==> config.mk <==
export PLATFORM = sky130hd
export DESIGN_NAME = fcrp_queue
export DESIGN_NICKNAME = d
export VERILOG_FILES = /design/src/rtl/fcrp_pkg.sv /design/src/rtl/fcrp_queue.sv
export SDC_FILE = /design/constraint.sdc
export NUM_CORES = 1
export LEC_CHECK = 0
export BUFFER_PORTS_ARGS = -buffer_cell sky130_fd_sc_hd__buf_2
export CAP_MARGIN = 20
export CORE_AREA = 8 8 111 113
export DETAILED_ROUTE_END_ITERATION = 10
export DIE_AREA = 0 0 119 121
export PLACE_DENSITY_LB_ADDON = 0.1
export SYNTH_ARGS = -nofsm -noshare
export SYNTH_HDL_FRONTEND = slang
export SYNTH_SLANG_ARGS = --single-unit
==> constraint.sdc <==
create_clock -name i_clk -period 7.3 [get_ports i_clk]
set_input_delay 0 -clock i_clk [delete_from_list [all_inputs] [get_ports i_clk]]
set_output_delay 0 -clock i_clk [all_outputs]
set_load 0.01 [all_outputs]
==> src/rtl/fcrp_pkg.sv <==
`timescale 1ns / 1ps
// Shared types and constants for the font command record parser.
// No dependencies.
package fcrp_pkg;

    localparam logic [2:0] CMD_START      = 3'd0;
    localparam logic [2:0] CMD_SET_GLYPH  = 3'd1;
    localparam logic [2:0] CMD_ASCII_SIZE = 3'd2;
    localparam logic [2:0] CMD_KANJI_SIZE = 3'd3;

    localparam logic [3:0] STS_GLYPH_STORED = 4'd0;
    localparam logic [3:0] STS_SIZE_SET     = 4'd1;
    localparam logic [3:0] STS_CODE_IGNORED = 4'd2;
    localparam logic [3:0] STS_SHORT_RECORD = 4'd3;
    localparam logic [3:0] STS_ZERO_SIZE    = 4'd4;
    localparam logic [3:0] STS_SIZE_CONFLICT = 4'd5;
    localparam logic [3:0] STS_SIZE_UNDEF   = 4'd6;
    localparam logic [3:0] STS_PAYLOAD_SHORT = 4'd7;
    localparam logic [3:0] STS_BAD_COMMAND  = 4'd8;
    localparam logic [3:0] STS_HALTED       = 4'd9;
    localparam logic [3:0] STS_STARTED      = 4'd10;

    localparam int HEADER_BYTES      = 6;
    localparam int SINGLE_BYTE_LIMIT = 256;

    // One classified record, handed from the front part to the back part.
    typedef struct packed {
        logic        is_start;
        logic        slot_write;
        logic [3:0]  status;
        logic [15:0] slot;
        logic [31:0] glyph_ref;
    } t_entry;

endpackage

==> src/rtl/fcrp_queue.sv <==
`timescale 1ns / 1ps
// Two-entry queue of classified records between the front and back parts.
// Depends on fcrp_pkg.
module fcrp_queue (
    input  logic            i_clk,
    input  logic            i_rst_n,
    input  logic            i_push,
    input  fcrp_pkg::t_entry i_data,
    output logic            o_full,
    input  logic            i_pop,
    output logic            o_empty,
    output fcrp_pkg::t_entry o_data
);

    fcrp_pkg::t_entry r_mem [2];
    logic             r_wp;
    logic             r_rp;
    logic [1:0]       r_cnt;

    assign o_full  = (r_cnt == 2'd2);
    assign o_empty = (r_cnt == 2'd0);
    assign o_data  = r_mem[r_rp];

    always_ff @(posedge i_clk) begin
        if (!i_rst_n) begin
            r_wp  <= 1'b0;
            r_rp  <= 1'b0;
            r_cnt <= 2'd0;
        end else begin
            if (i_push) begin
                r_wp <= ~r_wp;
            end
            if (i_pop) begin
                r_rp <= ~r_rp;
            end
            case ({i_push, i_pop})
                2'b10:   r_cnt <= r_cnt + 2'd1;
                2'b01:   r_cnt <= r_cnt - 2'd1;
                default: r_cnt <= r_cnt;
            endcase
        end
    end

    always_ff @(posedge i_clk) begin
        if (i_push) begin
            r_mem[r_wp] <= i_data;
        end
    end

endmodule

======== Yosys cells after proc, flatten, opt, wreduce, memory -nomap -nowiden ========
Memory sizes are Yosys's and may differ from the RTL's. A register that Yosys moved wholly into a read port is not among the register bits.
Cells that the tools add are included.
word-level totals
  flip-flop bits (word level) ............. 4
  RAM bits ................................ 108
  output and inout bits ................... 56
  logic and storage cells ................. 18
  memories kept ........................... 1
cells by class
  add/subtract/negate cells ............... 2
  equal/unequal tests ..................... 3
  muxes and demuxes ....................... 5
  bitwise logic cells ..................... 2
  reductions and logical operators ........ 2
memories
  memory  depth  width  read ports  clocked after memory_dff  write ports  RTL line          RTL
  r_mem   2      54     1           1                         1            fcrp_queue.sv:15  fcrp_pkg::t_entry r_mem [2];
operators with widths
  kind                 count
  $eq 2x2->1 const B   2
  $mux 1               4
  $pmux 2 s2           1
  $add 2x1->2 const B  1
  $eq 2x1->1 const B   1
  $logic_not 2->1      1
  $not 1->1            2
  $reduce_bool 2->1    1
  $sub 2x1->2 const B  1

======== Depth between registers and ports, before layout ========
  depth in word-level cells ............... 3
  mapped depth ............................ 5
  depth with buffers taken out ............ 5

======== Least setup slack after synthesis ========
OpenSTA, ideal clock, no wires.
  path type ............................... register -> register
  start ................................... register r_wp
  end ..................................... memory r_mem[0][0] (netlist bit) (enable)
  library setup time ...................... 0.469 ns
  arrival ................................. 2.600 ns
  required time ........................... 6.831 ns
  path slack .............................. 4.232 ns
  cell stages (with the launch flop) ...... 2
  path through ............................ dfxtp_1 > nor2_1
RTL lines
  what                    RTL line          RTL
  from (decl)             fcrp_queue.sv:16  logic r_wp;
  from (signal assigned)  fcrp_queue.sv:31  r_wp <= ~r_wp;
  to (decl)               fcrp_queue.sv:15
No word-level cell before the write port.

==> metrics.md <==
| Metric | Value |
|---|---|
| TritonCTS clock tree | `built` |
| Register area | `0.00334 mm^2` |
| Arr. time, crit path | `2100 ps` |
| GRT overflow | `0` |
| I/O pin cnt | `114` |
| Setup bufs post-CTS | `0` |
| GR Util met3 | `under 10%` |
| Avg Inst Size Synth | `around 22 um^2` |
| Met2 usage | `between 20% and 30%` |
| Fmax achieved | `around 480 MHz` |
| Post-Synth XOR/XNOR Area | `less than 1%` |
| Peak supply drop | `0.149 mV` |
| Clk Latency, worst-skew pair | `500 ps` |
| Cell Rows | `38` |
| Hold WC Path Type | `input port to register` |
| Core Region | `0.0106 mm^2` |
| Unrepaired setup endpoints after global routing | `no` |
| Slowest Stage Delay on Critical Path | `580 ps` |
| Final Skew | `~15 ps` |
| Final nets | `436` |
| FILL cells | `846` |
| Total die area | `0.0144 mm^2` |
| WL/cell | `approximately 16 um` |
| Vias in the first global route | `2,641` |
| First-pass GRT wire length | `13,600 um` |
| Vias | `2,361` |
| Crit path kind | `register to output pin` |
| Busiest layer in global routing | `met2` |
| HPWL Detailed | `approximately 5200 um` |
| Ys Warns | `0` |
| Most common cell after layout, fill and taps aside | `buf_2` |
| Cts repair resizes | `0` |
| Crit path max fanout | `47` |
| Worst path cell trace | `buf_4 > mux2_2 > buf_2` |
| Maximum buffer depth of the clock tree | `2` |
| Placer congestion estimate | `roughly 0.68` |
| H-tree levels | `4` |
| Antenna violations before repair | `0` |
| Largest family of logic cells by synthesized area | `multiplexers` |
| Flops & latches, synth | `113` |
| DP Cell Count | `440` |
| Critical Path Start Type | `register` |
| Worst-Margin Slew | `around 760 ps` |
| Area Overhead vs Synth | `45.6%` |
| Hold Fails Final Rpt | `0` |
| Setup crit end kind | `output pin` |
| Synth cell types | `16` |
| Final period util | `28.7%` |
| Worst Path Buf+Inv | `2` |
| Synthesized Nets | `249` |
| Mapped Area | `a little over 0.004 mm^2` |
| Max-cap violations | `0` |
| Endpoints failing setup | `0` |
| Share of layout cells above drive strength 1 | `51.3%` |
| Drt initial violations | `90` |
| Synth Area in Compound Gates | `less than 1%` |
| Post-Synth Simple-Gate Area | `under 10%` |
| Pleak | `~0.0023 uW` |
| Global Route Usage Sum | `12.2%` |
| TritonCTS Sinks | `about 110` |
| Die Wd | `119 um` |
| Fin crit period | `2100 ps` |
| Post-Synthesis Cells | `190` |
| Seq/Total Area, Yosys | `81.6%` |
| Power per standard cell area | `281 mW/mm^2` |
| Hold slack final | `between 200 and 250 ps` |
| Met1 usage | `13.8%` |
| Status | `completed` |
| Setup TNS | `0 ps` |
| Req. time, crit path | `7300 ps` |
| Post-route ant nets | `0` |
| Largest net degree at the start of global routing | `55` |
| Relative slew slack | `49.0%` |
| 1st-pass router iterations | `4` |
| Diode count | `0` |
| Post-synthesis adder-cell area fraction | `0.305%` |
| IO Port Bufs | `113` |
| Inserted Clock Buffers | `17` |
| WL final | `8530 um` |
| Clock-pin slew on the worst setup and hold paths | `50 ps` |
| Die Ht | `around 120 um` |
| Root buffer cell | `clkbuf_8` |
| Vias/cell | `4.45` |
| Multi-input logic area | `729 um^2` |
| DRC errors left | `0` |
| Most frequent cells in the layout | `buf_2 (113), edfxtp_1 (108), dlygate4sd3_1 (58)` |
| Top Family by Delay on Critical Path | `buffers and inverters` |
| Final Max Tran Viols | `0` |
| Slowest-stage cell, CP | `buf_4` |
| Post-synthesis mux area share | `14.8%` |
| Initial Utilization | `38.6%` |
| Layout Cells excl Fill | `530` |
-- worst register-to-register path: stages, from the launching register on --
cell     delay, ps
dfxtp_1        330
nor2_4         570
buf_4          530
-- area by class of cell --
cell class,instances,area share (%)
inverter,1,0.0629
multi-input combinational,70,12.2
timing repair buffer,174,19.6
tap,140,2.94
clock buffer,20,7.13
sequential,113,56.1
clock inverter,12,1.97
-- flip-flops by register name, indices dropped and copies added, names as in the netlist, named ones only --
| signal | flops |
|---|---|
| r_rp | 1 |
| r_mem | 108 |
| r_cnt | 2 |
| r_wp | 1 |
-- report_power, final --
group	internal [uW]	switching (uW)	total (uW)
combinational	90.1	81.2	171
sequential	750	9.68	759
clock	479	266	745
total	1320	357	1680
-- path summary, 6_finish.rpt --
kind	startpoint	end	slack, ps	depth (start not counted)
setup reg to reg	r_wp	r_mem[0][52]	5480	2
hold / removal	i_data[20]	r_mem[0][20]	220	2
setup / recovery	register	o_data[45]	5200	3
hold reg to reg	r_cnt[1]	r_cnt[1]	510	2
-- cells in the mapped netlist --
cell type | count | area share (%)
edfxtp_1 | 108 | 79
mux2_2 | 54 | 15
buf_2 | 6 | 0.73
dfxtp_1 | 5 | 2.4
and2_1 | 4 | 0.61
nor2_1 | 2 | 0.18
xnor2_1 | 2 | 0.43
a21boi_1 | 1 | 0.18
and2b_2 | 1 | 0.21
ha_1 | 1 | 0.31
inv_1 | 1 | 0.092
nor2b_1 | 1 | 0.15
o21a_1 | 1 | 0.18
o21ai_0 | 1 | 0.12
or3_1 | 1 | 0.15
xor2_1 | 1 | 0.21
-- stage by stage --
step | util, % | total power (uW) | setup WS [ps] | cell area [um^2]
4_1_cts | 56.3 | 1700 | 5140 | 5960
3_5_place_dp | 45.7 | 922 | 5450 | 4840
5_1_grt | 56.3 | 1750 | 5070 | 5960
2_1_floorplan | - | 854 | 4230 | 4100
6_report | 56.3 | 1680 | 5200 | 5960
3_3_place_gp | 45.7 | 921 | 5450 | 4840
-- per-layer routing --
metal  vias up  part of all wire (%)
met1      1160                    44
li1       1122                     -
met2        74                    50
met3         5                   5.5
met5         -                     0
met4         0                  0.96
-- repair_timing --
action | 4_1_cts | 5_1_grt
endpoints found under the setup margin | 0 | 0
hold endpoints to repair | 113 | 0
hold buffers | 58 | 0
-- cell families (layout without fill, tap and decap cells) --
logic type | after synthesis | after routing
simple gates | 9 | 9
mux | 54 | 54
xor+xnor | 3 | 3
compound gates | 3 | 3
buf+inv | 7 | 207
flops | 113 | 113
fa+ha+maj | 1 | 1
No activity file was read; power rests on OpenSTA's default activity.
