File: config.mk
export PLATFORM = sky130hd
export DESIGN_NAME = fcrp_front
export DESIGN_NICKNAME = d
export VERILOG_FILES = /design/src/rtl/fcrp_pkg.sv /design/src/rtl/fcrp_front.sv
export SDC_FILE = /design/constraint.sdc
export NUM_CORES = 1
export LEC_CHECK = 0
export BUFFER_PORTS_ARGS = -buffer_cell sky130_fd_sc_hd__buf_4
export CORE_UTILIZATION = 50
export DETAILED_ROUTE_END_ITERATION = 7
export PLACE_DENSITY_LB_ADDON = 0.25
export SYNTH_ARGS = -nofsm -noshare
export SYNTH_HDL_FRONTEND = slang
export SYNTH_SLANG_ARGS = --single-unit
File: constraint.sdc
create_clock -name i_clk -period 12.1 [get_ports i_clk]
set_input_delay 0.605 -clock i_clk [delete_from_list [all_inputs] [get_ports i_clk]]
set_output_delay 0.605 -clock i_clk [all_outputs]
set_load 0.03 [all_outputs]
File: src/rtl/fcrp_pkg.sv
`timescale 1ns / 1ps
// Shared types and constants for the font command record parser.
// No dependencies.
package fcrp_pkg;

    localparam logic [2:0] CMD_START      = 3'd0;
    localparam logic [2:0] CMD_SET_GLYPH  = 3'd1;
    localparam logic [2:0] CMD_ASCII_SIZE = 3'd2;
    localparam logic [2:0] CMD_KANJI_SIZE = 3'd3;

    localparam logic [3:0] STS_GLYPH_STORED = 4'd0;
    localparam logic [3:0] STS_SIZE_SET     = 4'd1;
    localparam logic [3:0] STS_CODE_IGNORED = 4'd2;
    localparam logic [3:0] STS_SHORT_RECORD = 4'd3;
    localparam logic [3:0] STS_ZERO_SIZE    = 4'd4;
    localparam logic [3:0] STS_SIZE_CONFLICT = 4'd5;
    localparam logic [3:0] STS_SIZE_UNDEF   = 4'd6;
    localparam logic [3:0] STS_PAYLOAD_SHORT = 4'd7;
    localparam logic [3:0] STS_BAD_COMMAND  = 4'd8;
    localparam logic [3:0] STS_HALTED       = 4'd9;
    localparam logic [3:0] STS_STARTED      = 4'd10;

    localparam int HEADER_BYTES      = 6;
    localparam int SINGLE_BYTE_LIMIT = 256;

    // One classified record, handed from the front part to the back part.
    typedef struct packed {
        logic        is_start;
        logic        slot_write;
        logic [3:0]  status;
        logic [15:0] slot;
        logic [31:0] glyph_ref;
    } t_entry;

endpackage

File: src/rtl/fcrp_front.sv
`timescale 1ns / 1ps
// Front part: accepts records, keeps sizes and the halt flag, and classifies
// each record into a status and a table slot. Depends on fcrp_pkg.
module fcrp_front #(
    parameter int SLOT_COUNT = 65536
) (
    input  logic             i_clk,
    input  logic             i_rst_n,
    input  logic             i_valid,
    output logic             o_ready,
    input  logic [2:0]       i_cmd,
    input  logic [15:0]      i_arg,
    input  logic [15:0]      i_record_len,
    input  logic [31:0]      i_glyph_ref,
    input  logic             i_q_full,
    output logic             o_push,
    output fcrp_pkg::t_entry o_entry
);

    logic [7:0] r_ascii_w, r_ascii_h, r_kanji_w, r_kanji_h;
    logic       r_halted;
    logic [7:0] n_ascii_w, n_ascii_h, n_kanji_w, n_kanji_h;
    logic       n_halted;

    logic        single;
    logic [7:0]  sel_w, sel_h;
    logic [5:0]  row_bytes;
    logic [13:0] need;
    logic        payload_short;
    logic [7:0]  hi, lo, hi_s, lo_s;
    logic        jis_ok;
    logic [15:0] code;
    logic        code_fits;
    logic [7:0]  sx, sy;
    logic [7:0]  cur_w, cur_h;

    assign o_ready = ~i_q_full;
    assign o_push  = i_valid & ~i_q_full;

    always_comb begin
        single    = {1'b0, i_arg} < 17'(fcrp_pkg::SINGLE_BYTE_LIMIT);
        sel_w     = single ? r_ascii_w : r_kanji_w;
        sel_h     = single ? r_ascii_h : r_kanji_h;
        row_bytes = 6'(({1'b0, sel_w} + 9'd7) >> 3);
        need      = 14'(row_bytes) * 14'(sel_h);
        payload_short = {1'b0, i_record_len}
                        < (17'(need) + 17'(fcrp_pkg::HEADER_BYTES));

        hi = i_arg[15:8];
        lo = i_arg[7:0];
        jis_ok = (lo >= 8'h21) && (lo <= 8'h7e)
                 && (((hi >= 8'h21) && (hi <= 8'h7e)) || ((hi >= 8'h93) && (hi <= 8'h97)));
        if (hi[0]) begin
            lo_s = lo + 8'h1f;
            if (lo_s >= 8'h7f) begin
                lo_s = lo_s + 8'd1;
            end
        end else begin
            lo_s = lo + 8'h7e;
        end
        hi_s = ((hi - 8'd1) >> 1) + ((hi < 8'h5f) ? 8'h71 : 8'hb1);
        code = single ? i_arg : {hi_s, lo_s};
        code_fits = {1'b0, code} < 17'(SLOT_COUNT);

        sx    = i_arg[15:8];
        sy    = i_arg[7:0];
        cur_w = (i_cmd == fcrp_pkg::CMD_ASCII_SIZE) ? r_ascii_w : r_kanji_w;
        cur_h = (i_cmd == fcrp_pkg::CMD_ASCII_SIZE) ? r_ascii_h : r_kanji_h;

        n_ascii_w = r_ascii_w;
        n_ascii_h = r_ascii_h;
        n_kanji_w = r_kanji_w;
        n_kanji_h = r_kanji_h;
        n_halted  = r_halted;

        o_entry.is_start   = 1'b0;
        o_entry.slot_write = 1'b0;
        o_entry.status     = fcrp_pkg::STS_HALTED;
        o_entry.slot       = 16'd0;
        o_entry.glyph_ref  = 32'd0;

        if (i_cmd == fcrp_pkg::CMD_START) begin
            o_entry.is_start = 1'b1;
            o_entry.status   = fcrp_pkg::STS_STARTED;
            n_ascii_w = 8'd0;
            n_ascii_h = 8'd0;
            n_kanji_w = 8'd0;
            n_kanji_h = 8'd0;
            n_halted  = 1'b0;
        end else if (r_halted) begin
            o_entry.status = fcrp_pkg::STS_HALTED;
        end else if (i_record_len < 16'(fcrp_pkg::HEADER_BYTES)) begin
            o_entry.status = fcrp_pkg::STS_SHORT_RECORD;
            n_halted = 1'b1;
        end else begin
            case (i_cmd)
                fcrp_pkg::CMD_SET_GLYPH: begin
                    if (sel_w == 8'd0 || sel_h == 8'd0) begin
                        o_entry.status = fcrp_pkg::STS_SIZE_UNDEF;
                        n_halted = 1'b1;
                    end else if (payload_short) begin
                        o_entry.status = fcrp_pkg::STS_PAYLOAD_SHORT;
                        n_halted = 1'b1;
                    end else if ((!single && !jis_ok) || !code_fits) begin
                        o_entry.status = fcrp_pkg::STS_CODE_IGNORED;
                    end else begin
                        o_entry.status     = fcrp_pkg::STS_GLYPH_STORED;
                        o_entry.slot_write = 1'b1;
                        o_entry.slot       = code;
                        o_entry.glyph_ref  = i_glyph_ref;
                    end
                end
                fcrp_pkg::CMD_ASCII_SIZE, fcrp_pkg::CMD_KANJI_SIZE: begin
                    if (sx == 8'd0 || sy == 8'd0) begin
                        o_entry.status = fcrp_pkg::STS_ZERO_SIZE;
                        n_halted = 1'b1;
                    end else if ((cur_w != 8'd0 && cur_w != sx)
                                 || (cur_h != 8'd0 && cur_h != sy)) begin
                        o_entry.status = fcrp_pkg::STS_SIZE_CONFLICT;
                        n_halted = 1'b1;
                    end else begin
                        o_entry.status = fcrp_pkg::STS_SIZE_SET;
                        if (i_cmd == fcrp_pkg::CMD_ASCII_SIZE) begin
                            n_ascii_w = sx;
                            n_ascii_h = sy;
                        end else begin
                            n_kanji_w = sx;
                            n_kanji_h = sy;
                        end
                    end
                end
                default: begin
                    o_entry.status = fcrp_pkg::STS_BAD_COMMAND;
                    n_halted = 1'b1;
                end
            endcase
        end
    end

    always_ff @(posedge i_clk) begin
        if (!i_rst_n) begin
            r_ascii_w <= 8'd0;
            r_ascii_h <= 8'd0;
            r_kanji_w <= 8'd0;
            r_kanji_h <= 8'd0;
            r_halted  <= 1'b0;
        end else if (o_push) begin
            r_ascii_w <= n_ascii_w;
            r_ascii_h <= n_ascii_h;
            r_kanji_w <= n_kanji_w;
            r_kanji_h <= n_kanji_h;
            r_halted  <= n_halted;
        end
    end

endmodule

Word-level counts from Yosys, hierarchy flattened
Cells that the tools add are included.

Add/subtract/negate cells: 7. Multiply operators: 1. Order comparisons: 11. Equality and inequality tests: 10. Mux-type cells: 68. Bitwise gates (word level): 2. Reductions and logical operators: 25.

Operator list (number): 2-to-1 mux 48 bit (7); 2-to-1 mux 8 bit (35); logical NOT 8 bit (4); >= comparator 8 x 6 -> 1 bit, second input constant (2); less-or-equal comparator 8 x 7 -> 1 bit, second input constant (2); < comparator 16 x 15 -> 1 bit (1); < comparator 16 x 3 -> 1 bit, second input constant (1); < comparator 16 x 9 -> 1 bit, second input constant (1); 2-to-1 mux 16 bit (1); != test 8 bit (2); nonzero test 8 bit (2); adder 14 x 3 -> 15 bit, second input constant (1); 2-to-1 mux 1 bit (15); multiplier 6 x 8 -> 14 bit (1); AND reduction 7 bit (2); 2-to-1 mux 3 bit (4); 2-to-1 mux 4 bit (3); adder 8 x 3 -> 9 bit, second input constant (1); adder 7 x 8 -> 8 bit (1); adder 8 x 1 -> 8 bit, second input constant (1); adder 8 x 5 -> 8 bit, second input constant (1); adder 8 x 7 -> 8 bit, second input constant (1); >= comparator 8 x 7 -> 1 bit, second input constant (1); >= comparator 8 bit, second input constant (1); 18 further kinds (33).

Flip-flop bits (word level): 33. Input bits: 71. Output and inout bits: 56. Word-level logic and storage cells: 129.

Depth between registers and ports, before layout
Gate-level depths: netlist of run 1.

Word-level depth: 13. Gate-level depth with buffers: 39.

Least setup slack after synthesis of run 1
Ideal clock, no wire load.

Kind: input port to output port. From: input port i_arg[9]. To: output port o_entry[37] in the netlist's numbering. Data arrival time: 8909 ps. Data required time: 11495 ps. Setup slack: 2586 ps. Cell stages on the path: 37. Buffers on the path: 2. Cell sequence: clkbuf_1 -> inv_1 -> ha_1 -> or4b_4 -> nor4_1 -> mux2_2 -> nor2_1 -> nand2_1 -> xor2_1 -> nor2_1 -> a21oi_1 -> or2_2 -> fa_1 -> fa_1 -> inv_1 -> fa_1 -> ha_1 -> ha_1 -> a21oi_1 -> o21ba_2 -> o21ai_0 -> a21oi_1 -> nor2b_1 -> o21ai_0 -> nand2b_1 -> xnor2_1 -> ha_1 -> nand2_1 -> nor3_1 -> and3_1 -> a31oi_1 -> o211ai_1 -> a211oi_2 -> nand2b_2 -> a211oi_2 -> clkbuf_1 -> a21boi_0.

RTL lines: start: declaration (RTL line fcrp_front.sv:12) `input logic [15:0] i_arg,`; end: declaration (RTL line fcrp_front.sv:17) `output fcrp_pkg::t_entry o_entry`.

==> results of run 1 <==
==> registers in the layout, indices dropped and copies added, names as in the netlist <==
signal     count
r_ascii_h      8
r_kanji_h      8
r_halted       1
r_ascii_w      8
r_kanji_w      8
==> per-layer routing <==
layer / wire length [µm] / GRT usage / vias up
li1: - / - / 2682
met2: 7460 / 0.476 / 262
met4: 142 / 0.0509 / 0
met3: 1360 / 0.0337 / 15
met5: 0 / 0 / -
met1: 6680 / 0.385 / 2583
==> Yosys cell counts (all sizes together), types with 4 or more instances <==
cell type   n
fa         25
nor2       73
or2        14
dfxtp      33
o31ai       5
a21boi      7
and3       15
a22o       16
nor3b       4
o211ai      5
o21ai      25
or3         8
nand3      15
xnor2      34
mux2i      32
a21oi      32
a211oi      5
nand2      76
clkbuf     33
nor3       17
nand2b      7
nor2b       4
a21o        6
buf         9
nor4       12
o22ai       4
inv        39
ha         65
xor2       12
nand4       5
o221ai      7
and2       36
==> power by group through the flow <==
| stage | combinational, W | sequential [W] | clock [W] |
|---|---|---|---|
| 2_1_floorplan | 0.0000677 | 0.000115 | 0 |
| 3_3_place_gp | 0.000105 | 0.000115 | 0 |
| 3_5_place_dp | 0.000107 | 0.000115 | 0 |
| 4_1_cts | 0.000107 | 0.000113 | 0.0000871 |
| 5_1_grt | 0.000119 | 0.000113 | 0.0000918 |
| 6_report | 0.000109 | 0.000113 | 0.0000879 |
==> worst reg2reg max path: cells and delay by family, from the launching register on <==
family          cells  cell delay, ps
compound gates     10            2230
fa+ha+maj           6            2350
mux                 1             280
xor+xnor            2             320
buf+inv             1              50
flops               1             450
simple gates       13            1990
==> metrics by stage <==
step / total power, W / setup slack, ps / util / instance area [µm²]
global route: 0.000324 / 442 / 0.622 / 6510
detailed placement: 0.000222 / 1430 / 0.614 / 6430
CTS: 0.000307 / 1400 / 0.622 / 6510
finish: 0.000310 / 1350 / 0.622 / 6510
floorplan: 0.000182 / 2590 / - / 5460
global placement: 0.000221 / 1940 / 0.614 / 6430
==> kinds of logic (layout without fill, tap and decap cells) <==
group,after synthesis,after routing
buf+inv,81,176
fa+ha+maj,90,90
flops,33,33
compound gates,133,133
simple gates,296,296
xor+xnor,46,46
mux,35,35
==> final cells by class <==
class                   instances  area (µm²)  area share
clock inverters                 2        10.0     0.00154
repair buffers                129         968       0.149
well taps                     136         170      0.0261
inverters                      39         146      0.0225
multi-input cells             600        4480       0.689
flip-flops and latches         33         661       0.101
clock buffers                   6        72.6      0.0111
==> worst paths after layout <==
| check | cells past startpoint | from | endpoint |
|---|---|---|---|
| worst min register to register | 2 | r_kanji_w[2] | r_kanji_w[2] |
| worst max register to register | 33 | r_ascii_w[3] | r_halted |
| worst max-delay path | 38 | i_arg[8] | o_entry[33] |
| worst min-delay path | 2 | r_kanji_w[2] | r_kanji_w[2] |
==> results list, run 1 <==
* Status: finished, final reports clean
- In this run the horizontal extent of the chip is 106 µm.
- Of the total synthesized cell area, the portion taken by AND, OR, NAND and NOR gates is 0.272.
- The worst path in the final design needs a cycle of 10750 ps, including I/O delays and setup.
- Of the total power, combinational logic draws 0.351.
- Avg Vias per Cell: 5.86
* Number of max-slew violations in the final report: 0
- Cell type contributing the most total cell area after synthesis: sky130_fd_sc_hd__ha_1
- Switch share: 0.365
* Max IR drop VDD: 60.5 µV
- Fraction of layout cells with a size suffix above 1: 0.204
- Total of flip-flops plus latches after synthesis: 33
- Top delay family on crit path: compound AO/OA/AOI/OAI gates
- RSZ-0062 raised after global routing: false
- Main flop type after synthesis: sky130_fd_sc_hd__dfxtp_1
* Top cell by count, worst path: sky130_fd_sc_hd__ha_1
* Total number of placement rows: 37
- Transition at the pin with the smallest max-transition slack: 1290 ps
- Routed wirelength normalized by instance count: 16.6 µm
* Fill cell instance count of the final layout: 946
* Number of hold violations in the final report: 0
- Number of levels the H-tree was split into: 2
* Antenna violations before repair: 0
- Once the clock tree was built, the setup fixing pass inserted 0 buffers.
- Leading cell types in the layout, fill and taps excluded: 129 x sky130_fd_sc_hd__buf_4, 76 x sky130_fd_sc_hd__nand2_1, 73 x sky130_fd_sc_hd__nor2_1, 65 x sky130_fd_sc_hd__ha_1, 39 x sky130_fd_sc_hd__inv_1
- Final #Nets: 969
- The fraction of the mapped netlist area in compound gates came to 0.167.
- Initial Utilization: 0.522
- Arrival time of data at the critical path endpoint: 10150 ps
- Of the total synthesized cell area, the portion taken by XOR and XNOR cells is 0.0738.
- STA classifies the critical path endpoint as an output port.
- Height of the die: 106 µm
- Worst EP required: 11490 ps
- By area, the combinational part of the netlist is dominated by simple AND/OR/NAND/NOR gates.
* Wire length of the first global-routing pass: 26100 µm
- By area the synthesized netlist is led by sky130_fd_sc_hd__ha_1 15%, sky130_fd_sc_hd__dfxtp_1 12%, sky130_fd_sc_hd__fa_1 9.2%.
* Max-cap check violation count: 0
- Clock tree from TritonCTS: yes
- For this design the static power due to leakage is 3.19 nW.
- Worst relative slew slack: 0.139
- In this run, post-CTS repair resized a total of 0 instances.
- The largest single stage delay on the critical path is 980 ps.
- When the netlist entered floorplanning its net count stood at 875.
* Power density normalized to cell area: 47.6 nW/µm²
* Post-route DRC: 0
* Yosys warning total: 0
- Maximum fanout count along the critical path: 49
- The first routing iteration left 390 violations.
* Fraction of power consumed by the clock network: 0.284
* Startpoint-to-endpoint class of the critical path: input port to output port
* Mux contribution to synthesized area: 0.0649
- The number of different library cells used by synthesis comes to 65.
* Final standard cell count with taps included and fillers excluded: 945
* Share of the cycle needed by the critical path after routing: 0.889
- The floorplan step defined a core boundary enclosing 10500 µm².
- Post-synthesis async set-or-reset flop share: 0
- The worst hold path belongs to the class flip-flop to flip-flop.
* CTS sink count: 33
- The tightest hold path in the finished design has a slack of 492 ps.
- The clock arrives with 9.51 ps of skew.
* Mean Syn Cell Area: 7.64 µm²
- Of the post-synthesis cell area, the dominant cell type holds 0.149.
* # setup viols final: 0
* Post-route antenna net violation count: 0
- Input and output buffers added on the ports amount to 126.
- Compared with the post-synthesis result, the final layout area differs by 19.3%.
- After clock tree synthesis, the clock-pin slew on the worst setup and hold paths is 70 ps.
- In the global route stage, overall resource usage came out at 0.281.
* Cell count after placement: 937
- Crit path buffers/inverters: 5
* Standard cell with the maximum stage delay on the critical path: sky130_fd_sc_hd__a211oi_4
- The first detailed-routing pass took 5 iterations.
- Sequential share of the synthesized area: 0.121
* Boundary pin count: 127
- Most common cell after layout, fill and taps aside: sky130_fd_sc_hd__buf_4
- Root Buffer Master: sky130_fd_sc_hd__clkbuf_8
* Final TNS setup: 0 ps
- The number of antenna diodes in the final layout is 0.
- Maximum operating frequency: 93.0 MHz
* Cts bufs inserted: 5
- In this run the register-to-register setup slack is 4340 ps.
- Post-synthesis instance area: 5460 µm²
- The congestion estimate from routability-driven global placement came to 0.937.
- Grt ovf: 0
- In this run the deepest clock path goes through 2 buffers.
* Reported net switching power: 0.000113 W
- HPWL after DPL: 12400 µm
- Post-synth EDFFs: 0
- Vias after detailed routing: 5542
- The internal power of the cells totals 0.000197 W.
- The number of global-route vias before repair came to 5451.
- Die Area: 11300 µm²
* Post-CTS Hold Fix Bufs: 0
* CP startpoint kind: input port
* Total wirelength of the detailed-routed design: 15600 µm
- Largest net degree at the start of global routing: 50
* Later-pin clock latency in the skew report: 300 ps
- Synthesis produced a netlist whose cell count is 714.
* Synth Area in Adders: 0.241
- Power share of the sequential group: 0.365
No activity file was read; power rests on OpenSTA's default activity.
==> run 2: changes to the inputs <==
==> constraint.sdc (replaced) <==
create_clock -name i_clk -period 12.1 [get_ports i_clk]
set_input_delay 2.42 -clock i_clk [delete_from_list [all_inputs] [get_ports i_clk]]
set_output_delay 2.42 -clock i_clk [all_outputs]
set_load 0.03 [all_outputs]
==> results list, run 2 (same netlist as run 1, synthesis figures left out) <==
* Status: finished with violations
- Violations in the final reports: setup timing
- # diodes: 0
- Worst r2r path cells: 33
- For the pin with the worst max-slew slack, the measured transition is 1090 ps.
* Share of the cycle needed by the critical path after routing: 1.03
* Slack of the critical path: -382 ps
- Number of hold violations in the final report: 0
- Overall routing resource usage: 0.296
- The die covers 11300 µm².
- For this run, design rule violations remaining after detail routing come to 0.
- Routability congestion estimate: 0.908
* Post-route antenna net violation count: 0
* Buffers from clock root to sink, at most: 2
- Wire length of the first global-routing pass: 27200 µm
* Grt ovf: 0
- CTS sink count: 33
- Later-pin clock latency in the skew report: 290 ps
* Fraction of layout cells with a size suffix above 1: 0.346
- Worst relative slew slack: 0.268
* Total number of placement rows: 37
- Most common cell after layout, fill and taps aside: sky130_fd_sc_hd__buf_4
* Pre-CTS worst setup slack: -426 ps
- Initial Utilization: 0.522
- The count of pins over their slew limit is 0.
* Leading cell types in the layout, fill and taps excluded: 159 x sky130_fd_sc_hd__buf_4, 75 x sky130_fd_sc_hd__nand2_1, 67 x sky130_fd_sc_hd__nor2_1, 60 x sky130_fd_sc_hd__ha_1, 36 x sky130_fd_sc_hd__inv_1
- The worst setup path is of the input port to output port kind.
- The worst register-to-register path ends at r_halted.
- Avg Vias per Cell: 5.85
- Worst EP required: 9680 ps
- Clock skew: 2.43 ps
- Boundary pin count: 127
- Summing over every cut layer, the via total after detailed routing is 5886.
- STA puts the critical path data arrival time at 10060 ps.
* Core footprint: 10500 µm²
* Routed wirelength normalized by instance count: 16.8 µm
- Derived from the worst setup path, the maximum achievable clock frequency is 80.1 MHz.
- Final hold analysis gives a worst-case slack of 487 ps.
- Clk slew on worst S/H paths: 70 ps
* Final #Nets: 1031
- Clock period minus final worst setup slack: 12480 ps
* Largest net degree at the start of global routing: 26
- The first detailed-routing pass took 5 iterations.
* RSZ-0062 raised after global routing: true
- The number of antenna violations at the first check in global routing was 0.
- Post-CTS Hold Fix Bufs: 0
* Power density normalized to cell area: 46.3 nW/µm²
- Across all register-to-register paths, the minimum setup slack is 5090 ps.
- The clock tree synthesis step divided the H-tree into 2 levels.
- Critical Path Sink Type: output port
* Root Buffer Master: sky130_fd_sc_hd__clkbuf_8
* Maximum fanout count along the critical path: 24
- After routing, the total negative slack on setup checks comes to -15040 ps.
- Wires add up to 16900 µm.
- On the critical path, the stage with the largest delay is an instance of sky130_fd_sc_hd__fa_1.
* # setup viols final: 52
- Summing all flip-flop and latch instances after layout gives 661 µm².
- The tool flagged a number of max-cap violations equal to 0.
- Iteration-0 DRC count of the detailed router: 429
* Worst R2R Start: r_ascii_w[3]
- In this run the tool buffered the top-level ports with 126 buffer cells.
* Die boundary width: 106 µm
* Number of global-route vias before repair: 5828
- The startpoint identified for the worst hold timing path is r_kanji_w[2].
- Leakage: 3.59 nW
- The number of clock buffers added by TritonCTS is 5.
- At the end of the flow the core is filled with cells to 0.716.
- Kind of path behind the tightest hold check: flip-flop to flip-flop
- CP startpoint kind: input port
- Height of the die: 106 µm
- The worst hold path was traced through 2 stages.
* Hold endpoint: r_kanji_w[2]
* Fill cell instance count of the final layout: 826
- Largest stage delay on the critical path: 520 ps
- Area of the multi-input gates: 4810 µm²
- Clock tree from TritonCTS: yes
- HPWL after DPL: 12700 µm
- From synthesis to final layout, the design area changed by 37.2%.
- Across the VDD grid, the largest voltage drop is 47.3 µV.
run 2: power by group:
group | switching, W | total (W) | internal, W
Clock | 0.0000453 | 0.000112 | 0.0000672
Combinational | 0.0000666 | 0.000121 | 0.0000539
Sequential | 0.00000291 | 0.000113 | 0.000110
run 2: worst max-delay path, delay by kind of cell:
family / cells / cell delay, ps
buffers and inverters: 9 / 1210
adders and majority gates: 7 / 2430
and+or+nand+nor: 12 / 2250
muxes: 1 / 360
AOI/OAI and AO/OA: 7 / 1140
xor gates and xnor gates: 2 / 260
run 2: area by class of cell:
type | count | area share
inverters | 39 | 0.0202
flip-flops and latches | 33 | 0.0882
multi-input cells | 600 | 0.642
repair buffers | 191 | 0.212
well taps | 136 | 0.0227
clock inverters | 1 | 0.00401
clock buffers | 7 | 0.0115
run 2: stage by stage:
stage                     std cells  total power, W  cell area, µm²
after floorplan                 714        0.000186            5670
after global placement          984        0.000228            6980
after detailed placement        984        0.000231            6980
after CTS                      1005        0.000343            7410
after global routing           1007        0.000364            7490
final                          1007        0.000346            7490
run 2: metal layers:
metal,share of wire,vias to the layer above,global-route usage
li1,-,2802,-
met1,0.41,2799,0.375
met2,0.50,257,0.520
met3,0.075,28,0.0521
met4,0.015,0,0.0685
met5,0,-,0
run 2: repair_timing:
| action | in CTS | in global routing |
|---|---|---|
| endpoints found under the setup margin | 52 | 52 |
| gates resized for setup | 43 | 18 |
| pin swaps | 29 | 23 |
| gates cloned | 1 | 0 |
| buffers inserted | 13 | 4 |
run 2: worst max path at each step:
stage,end,startpoint,slack (ps),cells past startpoint
after floorplan,o_entry[33],i_arg[9],10,37
after global placement,o_entry[49],i_arg[8],-210,38
after detailed placement,o_entry[49],i_arg[8],-430,38
after CTS,o_entry[48],i_arg[9],-220,40
after global routing,o_entry[13],i_arg[9],-680,39
final,o_entry[17],i_arg[9],-380,38
==> run 3: changes to the inputs <==
--- a/config.mk
+++ b/config.mk
@@ -6,9 +6,11 @@
 export NUM_CORES = 1
 export LEC_CHECK = 0
 export BUFFER_PORTS_ARGS = -buffer_cell sky130_fd_sc_hd__buf_4
+export CAP_MARGIN = 20
+export CORE_ASPECT_RATIO = 0.6
 export CORE_UTILIZATION = 50
 export DETAILED_ROUTE_END_ITERATION = 7
-export PLACE_DENSITY_LB_ADDON = 0.25
+export PLACE_DENSITY = 0.75
 export SYNTH_ARGS = -nofsm -noshare
 export SYNTH_HDL_FRONTEND = slang
 export SYNTH_SLANG_ARGS = --single-unit
==> results list, run 3 (same netlist as run 1, synthesis figures left out) <==
- Status: finished with violations
- Violations in the final reports: DRC, setup timing
- Clk slew on worst S/H paths: 50 ps
- Leakage: 3.74 nW
* Number of hold violations in the final report: 0
- After detailed routing, the average wire length per cell comes to 21.6 µm.
- Clock tree from TritonCTS: yes
- Vias after detailed routing: 6522
- On the final layout, the worst clock skew is 3.57 ps.
- The worst setup path is launched from an input port.
* Top cell by count, worst path: sky130_fd_sc_hd__buf_4
- Number of levels the H-tree was split into: 2
* Number of max-slew violations in the final report: 0
- Power share of the sequential group: 0.287
* Pre-CTS worst setup slack: -447 ps
- Routability congestion estimate: 0.930
- Setup slack on the critical path of the routed design comes to -584 ps.
* Fraction of power consumed by the clock network: 0.373
* Total wirelength of the detailed-routed design: 22200 µm
* Initial Utilization: 0.515
- Avg Vias per Cell: 6.35
- HPWL after DPL: 13900 µm
* Worst relative slew slack: 0.389
* Clock period minus final worst setup slack: 12680 ps
- Max IR drop VDD: 71.3 µV
* Origin of the worst setup path: i_arg[9]
* Height of the die: 82.9 µm
- In this run the horizontal extent of the chip is 137 µm.
- Core footprint: 10600 µm²
* Kind of path behind the tightest hold check: flip-flop to flip-flop
- The number of global-route vias before repair is 6208.
- Area overhead of the layout relative to synthesis: 46.9%
* CTS sink count: 33
- 0 antenna diodes ended up in the layout.
* Iteration-0 DRC count of the detailed router: 867
- Worst EP required: 9680 ps
* Sequential cell area: 661 µm²
- Share of the cycle needed by the critical path after routing: 1.05
- The share of total power dissipated in combinational logic is 0.340.
* Final #Nets: 1049
- Boundary pin count: 127
- Power density normalized to cell area: 49.5 nW/µm²
* Leading cell types in the layout, fill and taps excluded: 145 x sky130_fd_sc_hd__buf_4, 74 x sky130_fd_sc_hd__nand2_1, 69 x sky130_fd_sc_hd__nor2_1, 56 x sky130_fd_sc_hd__ha_1, 54 x sky130_fd_sc_hd__buf_6
- Buffers from clock root to sink, at most: 2
- The die covers 11300 µm².
- Startpoint-to-endpoint class of the critical path: input port to output port
- Largest net degree at the start of global routing: 26
- Data arrives at the worst endpoint at 10260 ps.
* Worst reg2reg setup slack: 4800 ps
- Across the run, the number of max-cap violations was 0.
- Cts bufs inserted: 5
* Total chip power: 0.000397 W
* Critical Path Sink Type: output port
- Measured on the finished design, the core utilization comes to 0.757.
- For this run, the slowest stage of the critical path takes 590 ps.
* Number of port buffers: 126
- After detailed routing, the number of remaining DRC violations is 2.
- The number of antenna violations at the first check in global routing came to 0.
* Fill cell instance count of the final layout: 697
* Root Buffer Master: sky130_fd_sc_hd__clkbuf_16
* Min Hold Slack: 477 ps
- Fin area: 8020 µm²
- Internal power comes to 0.000263 W.
- Total number of placement rows: 29
* Overall routing resource usage: 0.367
* Later-pin clock latency in the skew report: 290 ps
- The slowest stage of the critical path belongs to the cell sky130_fd_sc_hd__fa_1.
- Once detail routing completed, the nets flagged for antenna violations numbered 0.
- Grt ovf: 0
* Fraction of layout cells with a size suffix above 1: 0.374
- At the pin with the least slew margin, the transition time is 916 ps.
* RSZ-0062 raised after global routing: true
- In this run the critical register-to-register path is launched from r_ascii_w[3].
- Maximum fanout count along the critical path: 6
* Launch instance of the worst min-delay path: r_kanji_w[2]
* Maximum operating frequency: 78.8 MHz
* # setup viols final: 52
- Post-detailed-placement cell area: 7030 µm²
* Area of the multi-input gates: 4960 µm²
- The first detailed-routing pass ran for 8 iterations.
- Wire length of the first global-routing pass: 32700 µm
- The library cell used most frequently in the layout, excluding fill and tap cells, is sky130_fd_sc_hd__buf_4.
- Switch share: 0.337
* Reported net switching power: 0.000134 W
[run 3: changes by cell type in the layout (fill, tap and decap cells not counted), sizes merged]
cell and delta:
buf +16, clkbuf +1, bufbuf -1, clkinv +1
[run 3: worst paths after layout]
path | end | cells after the start
max | o_entry[44] | 38
max reg2reg | r_halted | 34
min | r_kanji_w[2] | 2
min reg2reg | r_kanji_w[2] | 2
[run 3: final cells by class]
| cell class | count | area share |
|---|---|---|
| multi-input cells | 600 | 0.619 |
| repair buffers | 209 | 0.238 |
| flip-flops and latches | 33 | 0.0824 |
| well taps | 139 | 0.0217 |
| clock buffers | 5 | 0.0156 |
| clock inverters | 2 | 0.00437 |
| inverters | 39 | 0.0195 |
[run 3: stage by stage]
step	setup TNS, ps	cells
detailed placement	-20530	990
CTS	-3450	1018
global placement	-10020	989
global route	-33700	1027
finish	-27270	1027
floorplan	0	714
[run 3: critical path: cells and delay by family]
kind	cells	cell delay, ps
multiplexers	1	230
AO/OA/AOI/OAI	8	1280
AND/OR/NAND/NOR	9	2110
XOR/XNOR	2	270
adder cells (fa/ha/maj)	7	2610
buffers and inverters	11	1310
[run 3: what timing repair did]
item | CTS | global route
endpoints found under the hold margin | 0 | 0
setup buffers | 19 | 9
pin swaps | 32 | 44
hold buffers | 0 | 0
cloned | 3 | 3
gates resized for setup | 120 | 27
endpoints found under the setup margin | 52 | 52
[run 3: power by group through the flow]
stage	Sequential [W]	Clock (W)	Combinational (W)
2_1_floorplan	0.000115	0	0.0000716
3_3_place_gp	0.000116	0	0.000115
3_5_place_dp	0.000116	0	0.000119
4_1_cts	0.000113	0.000146	0.000123
5_1_grt	0.000114	0.000151	0.000142
6_report	0.000114	0.000148	0.000135
[run 3: per-layer routing]
layer / wire length [µm] / vias to the layer above / global-route usage
li1: - / 2850 / -
met1: 8870 / 3005 / 0.526
met2: 9480 / 532 / 0.546
met3: 2840 / 135 / 0.0812
met4: 987 / 0 / 0.108
met5: 0 / - / 0
